$ cat config.mk
export PLATFORM = sky130hd
export DESIGN_NAME = pcaa_ctrl
export DESIGN_NICKNAME = d
export VERILOG_FILES = /design/src/hw/rtl/pcaa_pkg.sv /design/src/hw/rtl/pcaa_ctrl.sv
export SDC_FILE = /design/constraint.sdc
export NUM_CORES = 1
export LEC_CHECK = 0
export BUFFER_PORTS_ARGS = -buffer_cell sky130_fd_sc_hd__buf_2
export CORE_MARGIN = 2
export CORE_UTILIZATION = 35
export CTS_CLUSTER_SIZE = 12
export DETAILED_ROUTE_END_ITERATION = 16
export PLACE_DENSITY = 0.66
export SETUP_SLACK_MARGIN = 0.05
export SLEW_MARGIN = 5
export SYNTH_ARGS = -nofsm -noshare
export SYNTH_HDL_FRONTEND = slang
export SYNTH_SLANG_ARGS = --single-unit
$ cat constraint.sdc
create_clock -name clock -period 17.02 [get_ports clock]
set_input_delay 5.106 -clock clock [delete_from_list [all_inputs] [get_ports clock]]
set_output_delay 5.106 -clock clock [all_outputs]
set_load 0.05 [all_outputs]
$ cat src/hw/rtl/pcaa_pkg.sv
// Package for the per-channel autocorrelation accumulator.
// Field widths, register codes and the command/status types shared by
// the controller, the datapath and the top level. No dependencies.
package pcaa_pkg;

   // input word fields
   localparam int CH_IN_W  = 10;
   localparam int GAIN_W   = 3;
   localparam int SMP_IN_W = 12;
   localparam int REQ_W    = 32;

   // result word fields
   localparam int OPOS_W   = 5;
   localparam int SUM_W    = 28;
   localparam int LAG_W    = 45;
   localparam int CNT_W    = 16;
   localparam int RSP_W    = 112;

   // configuration
   localparam int TPS_W     = 16;
   localparam int SPD_W     = 6;
   localparam int CSR_AW    = 3;
   localparam int CSR_DW    = 32;
   localparam logic REG_TPS = 1'b0;
   localparam logic REG_SPD = 1'b1;
   localparam logic [TPS_W-1:0] TPS_RESET = 16'd100;
   localparam logic [SPD_W-1:0] SPD_RESET = 6'd5;

   // gain codes at or above this are invalid
   localparam logic [GAIN_W-1:0] GAIN_LIMIT = 3'd3;

   // controller to datapath commands
   typedef struct packed {
      logic buf_we;     // store incoming sample in digit buffer
      logic cap;        // capture channel and gain of incoming word
      logic mod_step;   // reduce the captured channel modulo CHANNELS
      logic cnt_clr;    // clear one trigger count entry (reset sweep)
      logic cnt_rd;     // read trigger count of the channel
      logic cnt_wr;     // write updated trigger count
      logic sum_rd;     // read sums at current lag
      logic acc_clr;    // clear lag product accumulator
      logic mac_issue;  // issue one product read pair
      logic mac_first;  // first pair of a lag (carries s[lag])
      logic wb;         // write back sums at current lag
      logic zero_wr;    // zero sums at current lag
      logic out_load;   // load a normal result word
      logic out_last;   // final word of the run
      logic out_err;    // load an error result word
   } cmd_type;

   // datapath to controller status
   typedef struct packed {
      logic in_bad;     // incoming gain is invalid
      logic first;      // this trigger is the first of the channel's step
      logic emit;       // count reached the step
      logic out_free;   // output register can take a word
   } status_type;

endpackage

$ cat src/hw/rtl/pcaa_ctrl.sv
// Controller for the autocorrelation accumulator: sequences the reset count sweep, digit capture,
// channel reduction, count update, the per-lag multiply loop and emission of result or error words.
// Depends on pcaa_pkg.
module pcaa_ctrl #(
   parameter int CHANNELS    = 1024,
   parameter int MAX_SAMPLES = 32,
   parameter int POS_W       = 5,
   parameter int NCNT_W      = 6,
   parameter int CH_W        = 10
) (
   input  logic                        clock,
   input  logic                        reset,
   input  logic                        req_tvalid,
   output logic                        req_tready,
   input  logic [pcaa_pkg::SPD_W-1:0]  spd,
   input  pcaa_pkg::status_type        status,
   output pcaa_pkg::cmd_type           cmd,
   output logic [POS_W-1:0]            buf_waddr,
   output logic [POS_W-1:0]            rd_a,
   output logic [POS_W-1:0]            rd_b,
   output logic [POS_W-1:0]            lag,
   output logic [CH_W-1:0]             clr_idx
);

   localparam logic [3:0] ST_CLR     = 4'd0;
   localparam logic [3:0] ST_IDLE    = 4'd1;
   localparam logic [3:0] ST_MOD     = 4'd2;
   localparam logic [3:0] ST_CNT_RD  = 4'd3;
   localparam logic [3:0] ST_CNT_WR  = 4'd4;
   localparam logic [3:0] ST_LAG     = 4'd5;
   localparam logic [3:0] ST_MAC     = 4'd6;
   localparam logic [3:0] ST_DRAIN   = 4'd7;
   localparam logic [3:0] ST_WB      = 4'd8;
   localparam logic [3:0] ST_EMIT_RD = 4'd9;
   localparam logic [3:0] ST_EMIT    = 4'd10;
   localparam logic [3:0] ST_ERR     = 4'd11;

   localparam logic [CH_W-1:0]  CLR_LAST = CH_W'(CHANNELS - 1);
   localparam logic [POS_W-1:0] LAG_LAST = POS_W'(MAX_SAMPLES - 1);

   logic [3:0]               state_ff, state_in;
   logic [POS_W-1:0]         pos_ff, pos_in;
   logic                     bad_ff, bad_in;
   logic                     err_ff, err_in;
   logic [POS_W-1:0]         lag_ff, lag_in;
   logic [POS_W-1:0]         j_ff, j_in;
   logic [1:0]               d_ff, d_in;
   logic [CH_W-1:0]          clr_ff, clr_in;

   logic [NCNT_W-1:0] n_eff;
   logic [POS_W-1:0]  pos_eff;
   logic              bad_now;
   logic              lag_live;

   // effective samples per digit: zero acts as one, saturate at the maximum
   always_comb begin
      if (spd == '0) begin
         n_eff = NCNT_W'(1);
      end else if (32'(spd) > 32'(MAX_SAMPLES)) begin
         n_eff = NCNT_W'(MAX_SAMPLES);
      end else begin
         n_eff = NCNT_W'(spd);
      end
   end

   assign pos_eff  = (NCNT_W'(pos_ff) >= n_eff) ? POS_W'(n_eff - 1'b1) : pos_ff;
   assign bad_now  = bad_ff | status.in_bad;
   assign lag_live = NCNT_W'(lag_ff) < n_eff;

   assign req_tready = (state_ff == ST_IDLE);
   assign buf_waddr  = pos_eff;
   assign rd_a       = j_ff;
   assign rd_b       = POS_W'(j_ff + lag_ff);
   assign lag        = lag_ff;
   assign clr_idx    = clr_ff;

   // next state and commands
   always_comb begin
      state_in = state_ff;
      pos_in   = pos_ff;
      bad_in   = bad_ff;
      err_in   = err_ff;
      lag_in   = lag_ff;
      j_in     = j_ff;
      d_in     = d_ff;
      clr_in   = clr_ff;
      cmd      = '0;
      unique case (state_ff)
         ST_CLR: begin
            cmd.cnt_clr = 1'b1;
            clr_in      = clr_ff + 1'b1;
            if (clr_ff == CLR_LAST) begin
               state_in = ST_IDLE;
            end
         end
         ST_IDLE: begin
            if (req_tvalid) begin
               cmd.buf_we = 1'b1;
               cmd.cap    = 1'b1;
               if (NCNT_W'(pos_eff) + 1'b1 < n_eff) begin
                  pos_in = pos_eff + 1'b1;
                  bad_in = bad_now;
               end else begin
                  pos_in   = '0;
                  bad_in   = 1'b0;
                  err_in   = bad_now;
                  state_in = ST_MOD;
               end
            end
         end
         ST_MOD: begin
            cmd.mod_step = 1'b1;
            state_in     = err_ff ? ST_ERR : ST_CNT_RD;
         end
         ST_CNT_RD: begin
            cmd.cnt_rd = 1'b1;
            state_in   = ST_CNT_WR;
         end
         ST_CNT_WR: begin
            cmd.cnt_wr = 1'b1;
            lag_in     = '0;
            state_in   = ST_LAG;
         end
         ST_LAG: begin
            if (lag_live) begin
               cmd.sum_rd  = 1'b1;
               cmd.acc_clr = 1'b1;
               j_in        = '0;
               state_in    = ST_MAC;
            end else begin
               // positions past the digit restart at a first trigger
               cmd.zero_wr = status.first;
               if (lag_ff == LAG_LAST) begin
                  lag_in   = '0;
                  state_in = status.emit ? ST_EMIT_RD : ST_IDLE;
               end else begin
                  lag_in = lag_ff + 1'b1;
               end
            end
         end
         ST_MAC: begin
            cmd.mac_issue = 1'b1;
            cmd.mac_first = (j_ff == '0);
            if (NCNT_W'(j_ff) + NCNT_W'(lag_ff) == n_eff - 1'b1) begin
               d_in     = '0;
               state_in = ST_DRAIN;
            end else begin
               j_in = j_ff + 1'b1;
            end
         end
         ST_DRAIN: begin
            d_in = d_ff + 1'b1;
            if (d_ff == 2'd2) begin
               state_in = ST_WB;
            end
         end
         ST_WB: begin
            cmd.wb = 1'b1;
            if (lag_ff == LAG_LAST) begin
               lag_in   = '0;
               state_in = status.emit ? ST_EMIT_RD : ST_IDLE;
            end else begin
               lag_in   = lag_ff + 1'b1;
               state_in = ST_LAG;
            end
         end
         ST_EMIT_RD: begin
            cmd.sum_rd = 1'b1;
            state_in   = ST_EMIT;
         end
         ST_EMIT: begin
            if (status.out_free) begin
               cmd.out_load = 1'b1;
               cmd.out_last = (NCNT_W'(lag_ff) + 1'b1 == n_eff);
               if (cmd.out_last) begin
                  state_in = ST_IDLE;
               end else begin
                  lag_in   = lag_ff + 1'b1;
                  state_in = ST_EMIT_RD;
               end
            end
         end
         ST_ERR: begin
            if (status.out_free) begin
               cmd.out_err = 1'b1;
               state_in    = ST_IDLE;
            end
         end
         default: begin
            state_in = ST_IDLE;
         end
      endcase
   end

   always_ff @(posedge clock) begin
      if (reset) begin
         state_ff <= ST_CLR;
         pos_ff   <= '0;
         bad_ff   <= 1'b0;
         err_ff   <= 1'b0;
         lag_ff   <= '0;
         j_ff     <= '0;
         d_ff     <= '0;
         clr_ff   <= '0;
      end else begin
         state_ff <= state_in;
         pos_ff   <= pos_in;
         bad_ff   <= bad_in;
         err_ff   <= err_in;
         lag_ff   <= lag_in;
         j_ff     <= j_in;
         d_ff     <= d_in;
         clr_ff   <= clr_in;
      end
   end

endmodule

# ---- Yosys cells after proc, flatten, opt, wreduce, memory -nomap -nowiden
# Cells that the tools add are included.
dict set report op_classes {
  n_eq_ne 28
  bitwise_logic 2
  n_reduce_logical 12
  n_addsub 10
  order_cmp 4
  n_mux 46
}
# operator n
set op_table {}
lappend op_table {{$mux W4} 13}
lappend op_table {{$pmux W4 S12} 1}
lappend op_table {{$mux W5} 8}
lappend op_table {{$ne A2 B2 Y1 const B} 11}
lappend op_table {{$pmux W5 S4} 1}
lappend op_table {{$eq A4 B3 Y1 const B} 4}
lappend op_table {{$eq A4 B4 Y1 const B} 4}
lappend op_table {{$add A5 B1 Y5 const B} 3}
lappend op_table {{$mux W2} 7}
lappend op_table {{$add A5 B1 Y6 const B} 2}
lappend op_table {{$eq A6 B6 Y1} 2}
lappend op_table {{$mux W6} 2}
lappend op_table {{$mux W1} 11}
lappend op_table {{$add A10 B1 Y10 const B} 1}
lappend op_table {{$eq A10 B10 Y1 const B} 1}
lappend op_table {{$pmux W5 S2} 1}
lappend op_table {{$eq A4 B2 Y1 const B} 2}
lappend op_table {{$reduce_and A8 Y1} 1}
lappend op_table {{$add A5 B5 Y6} 1}
lappend op_table {{$ge A5 B6 Y1} 1}
lappend op_table {{$gt A6 B6 Y1 const B} 1}
lappend op_table {{$logic_not A6 Y1} 1}
lappend op_table {{$lt A5 B6 Y1} 1}
lappend op_table {{$lt A6 B6 Y1} 1}
lappend op_table {{18 further kinds} 21}
dict set report totals {
  reg_bits 33
  output_inout_bits 46
}

# ---- Longest topological paths before layout
dict set report depth {
  word_depth 10
  depth_mapped 23
}

# ---- Worst setup path after synthesis
# OpenSTA, ideal clock, no wires.
dict set report synth_path {
  path_type {input port to output port}
  from {input port spd[1] (netlist bit)}
  to {output port buf_waddr[1]}
  arrival_time_ns 7.499
  n_path_buf 2
  setup_slack_ns 4.415
  stages 10
  path_cell_list {clkbuf_1 nor4_1 o21a_1 ha_1 nand2b_1 a21oi_1 o22ai_1 clkbuf_1 nor2_1 a21oi_1}
}
dict set report synth_between {
  elab_chain_len 5
  word_cells_on_any_way 7
  cone_classes {1 x add/sub; 2 x order compare; 3 x mux; 1 x reduce/logical}
}
# item line_no
set synth_lines {}
lappend synth_lines {{start: declaration} pcaa_ctrl.sv:15} ;# input logic [pcaa_pkg::SPD_W-1:0] spd,
lappend synth_lines {{$gt A6 B6 Y1} pcaa_ctrl.sv:59} ;# end else if (32'(spd) > 32'(MAX_SAMPLES)) begin
lappend synth_lines {{$mux W6} pcaa_ctrl.sv:59}
lappend synth_lines {{$mux W6 (*)} pcaa_ctrl.sv:57} ;# if (spd == '0) begin
lappend synth_lines {{$sub A6 B1 Y6 or $ge A5 B6 Y1 (tied branches)} n/a}
lappend synth_lines {{$mux W5 (*)} pcaa_ctrl.sv:66} ;# assign pos_eff = (NCNT_W'(pos_ff) >= n_eff) ? POS_W'(n_eff - 1'b1) : pos_ff;
lappend synth_lines {{end: declaration} pcaa_ctrl.sv:18} ;# output logic [POS_W-1:0] buf_waddr,
# Mark *: on every way between the ends. The rest lies on a longest branch, timed or not.

# ---- Worst setup path after layout
dict set report layout_path {
  from {input port spd[5] (netlist bit)}
  to {output port buf_waddr[0]}
}
# Same word-level chain as after synthesis.

==> results.sh <==
export IMPL_period_minus_slack_ns=12.63
export IMPL_ys_warn_count=0
export IMPL_drive_gt1_share_pct=20.24
export IMPL_worst_slew_pin_slew_ns=0.9377
export IMPL_area_growth_pct=14.97
export IMPL_vdd_ir_drop_max_mv=0.04441
export IMPL_power_total_uw=297.8
export IMPL_drt_wl_total_mm=7.643
export IMPL_nFillCells=846
export IMPL_die_y_um=95.03
export IMPL_globalRouteOverflowTotal=0
export IMPL_grt_pass1_wl_mm=12.27
export IMPL_clk_pin_slew_worst_paths_ns=0.07
export IMPL_post_route_period_util_pct=74.19
export IMPL_ioPinCount=59
export IMPL_dp_hpwl_mm=5.993
export IMPL_use_met2_pct=27.90
export IMPL_grt_total_usage_pct=17.07
export IMPL_p_leak_uw=0.001494
export IMPL_postSynthCellCount=364
export IMPL_antenna_left=0
export IMPL_htree_levels=2
export IMPL_post_cts_buffers=0
export IMPL_wl_per_cell_um=14.70
export IMPL_clock_root_buffer="clkbuf_8"
export IMPL_drc=0
export IMPL_finalClockSkew_ns=0.003991
export IMPL_clock_latency_ns=0.28
export IMPL_cp_required_ns=11.91
export IMPL_clk_path_buf_depth=2
export IMPL_tns_ns=0
export IMPL_avgSynthCellArea_um2=7.968
export IMPL_vias=2804
export IMPL_viasPerCell=5.392
export IMPL_post_route_util_pct=40.99
export IMPL_finalSetupViolations=0
export IMPL_synth_edf_count=0
export IMPL_die_area_um2=9031
export IMPL_ctsResizeCount=0
export IMPL_busiest_layer="met2"
export IMPL_cap_violations=0
export IMPL_grt_use_met1_pct=23.28
export IMPL_timing_fmax_mhz=79.19
export IMPL_grt_pass1_vias=2566
export IMPL_syn_nets=406
export IMPL_gp_congestion=0.9071
export IMPL_ys_seq_elements=33
export IMPL_antenna_cells=0
export IMPL_rows=33
export IMPL_slew_viol_final=0
export IMPL_synth_area_um2=2900
export IMPL_worstPathMaxFanout=13
export IMPL_worst_hold_path_type="reg -> reg"
export IMPL_cts_tree="built"
export IMPL_cp_arrival_ns=7.52
export IMPL_postSynth_asyncResetShare_pct=0
export IMPL_dr_pass1_iters=5
export IMPL_ys_types=64
export IMPL_drt_iter0_drc=117
export IMPL_hold_viol=0
export IMPL_grt_max_degree=33
export IMPL_timing_rr_start="pos_ff[0]"
export IMPL_placeableCoreArea_um2=8134
export IMPL_start_kind="input pin"
export IMPL_clock_sinks=33
export IMPL_worstSetupPathType="in -> out"
export IMPL_antenna_found_initial=0
export IMPL_endpoint_kind="output pin"
export IMPL_crit_start="spd[5]"
export IMPL_hold_path_startpoint="d_ff[1]"
export IMPL_synth_seq_area_share_pct=22.78
export IMPL_worst_slew_margin_rel_pct=37.49
export IMPL_rsz0062_at_grt="false"
export IMPL_initial_utilization_pct=35.66
export IMPL_portBuffers=58
export IMPL_cts_buffers=5
export IMPL_die_w_um=95.03
export IMPL_powerDensity_nw_per_um2=89.32
export IMPL_hold_buffers=0
export IMPL_nets=456
export IMPL_status="complete, no violations"
export IMPL_gr_usage_met3_pct=2.451
export IMPL_synthFlopType="dfxtp_1"
-- cells by family (layout without fill, tap and decap cells) --
kind of cell	after synthesis	count (layout)	share of synthesized area [%]
AO/OA/AOI/OAI	89	89	21.14
adder cells (fa/ha/maj)	29	29	12.77
flip-flops	33	33	22.78
XOR/XNOR	27	27	9.189
AND/OR/NAND/NOR	150	150	27.05
buffers and inverters	28	79	4.228
multiplexers	8	8	2.847
-- cell usage after synthesis (3+ instances only) --
library cell  number  share of area [%]
a21oi_1           26                4.5
a22oi_1            6                1.6
a31oi_1            4               0.86
and3_1             4               0.86
and3b_1            3               0.91
buf_2              5               0.86
clkbuf_1           6               0.78
dfxtp_1           33                 23
ha_1              28                 12
inv_1             13                1.7
mux2i_1            6                2.1
nand2_1           25                3.2
nand2b_1          15                3.2
nand3_1           13                2.2
nand4_1            7                1.5
nor2_1            44                5.7
nor2b_1            5                1.1
nor3_1            12                2.1
o211ai_1           3               0.78
o21a_1             4                1.0
o21ai_0           15                2.6
o22ai_1            3               0.65
o32ai_1            3               0.91
or2_2              3               0.65
xnor2_1           11                3.3
xor2_1            14                4.2
-- registers in the layout, indices dropped and copies added, names as in the netlist --
signal / count
clr_idx: 10
rd_a: 5
pos_ff: 5
d_ff: 2
err_ff: 1
bad_ff: 1
state_ff: 4
lag: 5
-- worst max-delay path, stage by stage --
cell      delay, ns
buf_2          0.23
inv_1          0.13
o21a_1         0.19
ha_1           0.29
nand2b_1       0.09
a21oi_1        0.08
o22ai_1        0.72
nor2_1         0.07
a21oi_1        0.29
buf_2          0.33
-- cell type report --
| cell class | count | area, µm² | area share, % |
|---|---|---|---|
| sequential | 33 | 660.6 | 19.81 |
| inverter | 13 | 48.80 | 1.463 |
| tap | 105 | 131.4 | 3.940 |
| clock buffer | 5 | 68.82 | 2.064 |
| timing repair buffer | 58 | 290.3 | 8.705 |
| clock inverter | 3 | 17.52 | 0.5253 |
| multi-input combinational | 303 | 2117 | 63.49 |
-- placed cells by master, fill, tap and decap left out, types with 11 or more instances in the layout --
cell type	synthesis	final
xor2_1	14	14
nand3_1	13	13
nor2_1	44	44
inv_1	13	13
dfxtp_1	33	33
a21oi_1	26	26
ha_1	28	28
nor3_1	12	12
nand2b_1	15	15
nand2_1	25	25
buf_2	5	58
xnor2_1	11	11
o21ai_0	15	15
-- report_power, final --
group,internal (µW),switching (µW)
combinational,48.8,93.9
clock,28.2,30.3
sequential,83.2,13.4
-- metal layers --
metal	vias up	wire, µm
met1	1322	3767
met4	0	73
li1	1430	-
met3	6	207
met5	-	0
met2	46	3593
-- stage by stage --
step                      setup WS [ns]  instances  area [µm²]  hold WS (ns)
after floorplan                   4.415        364        2900        0.4505
after global placement            4.442        512        3248        0.4737
after detailed placement          4.427        512        3248        0.4897
after CTS                         4.415        520        3334        0.4995
after global routing              4.165        520        3334        0.5274
final                             4.393        520        3334        0.4963
-- path summary, 6_finish.rpt --
check	end	slack (ns)	cells after the start
max	buf_waddr[0]	4.39	10
min	d_ff[1]	0.50	2
max reg2reg	pos_ff[4]	12.48	19
min reg2reg	d_ff[1]	0.50	2
Note: power is estimated with default switching activity, not from simulation.
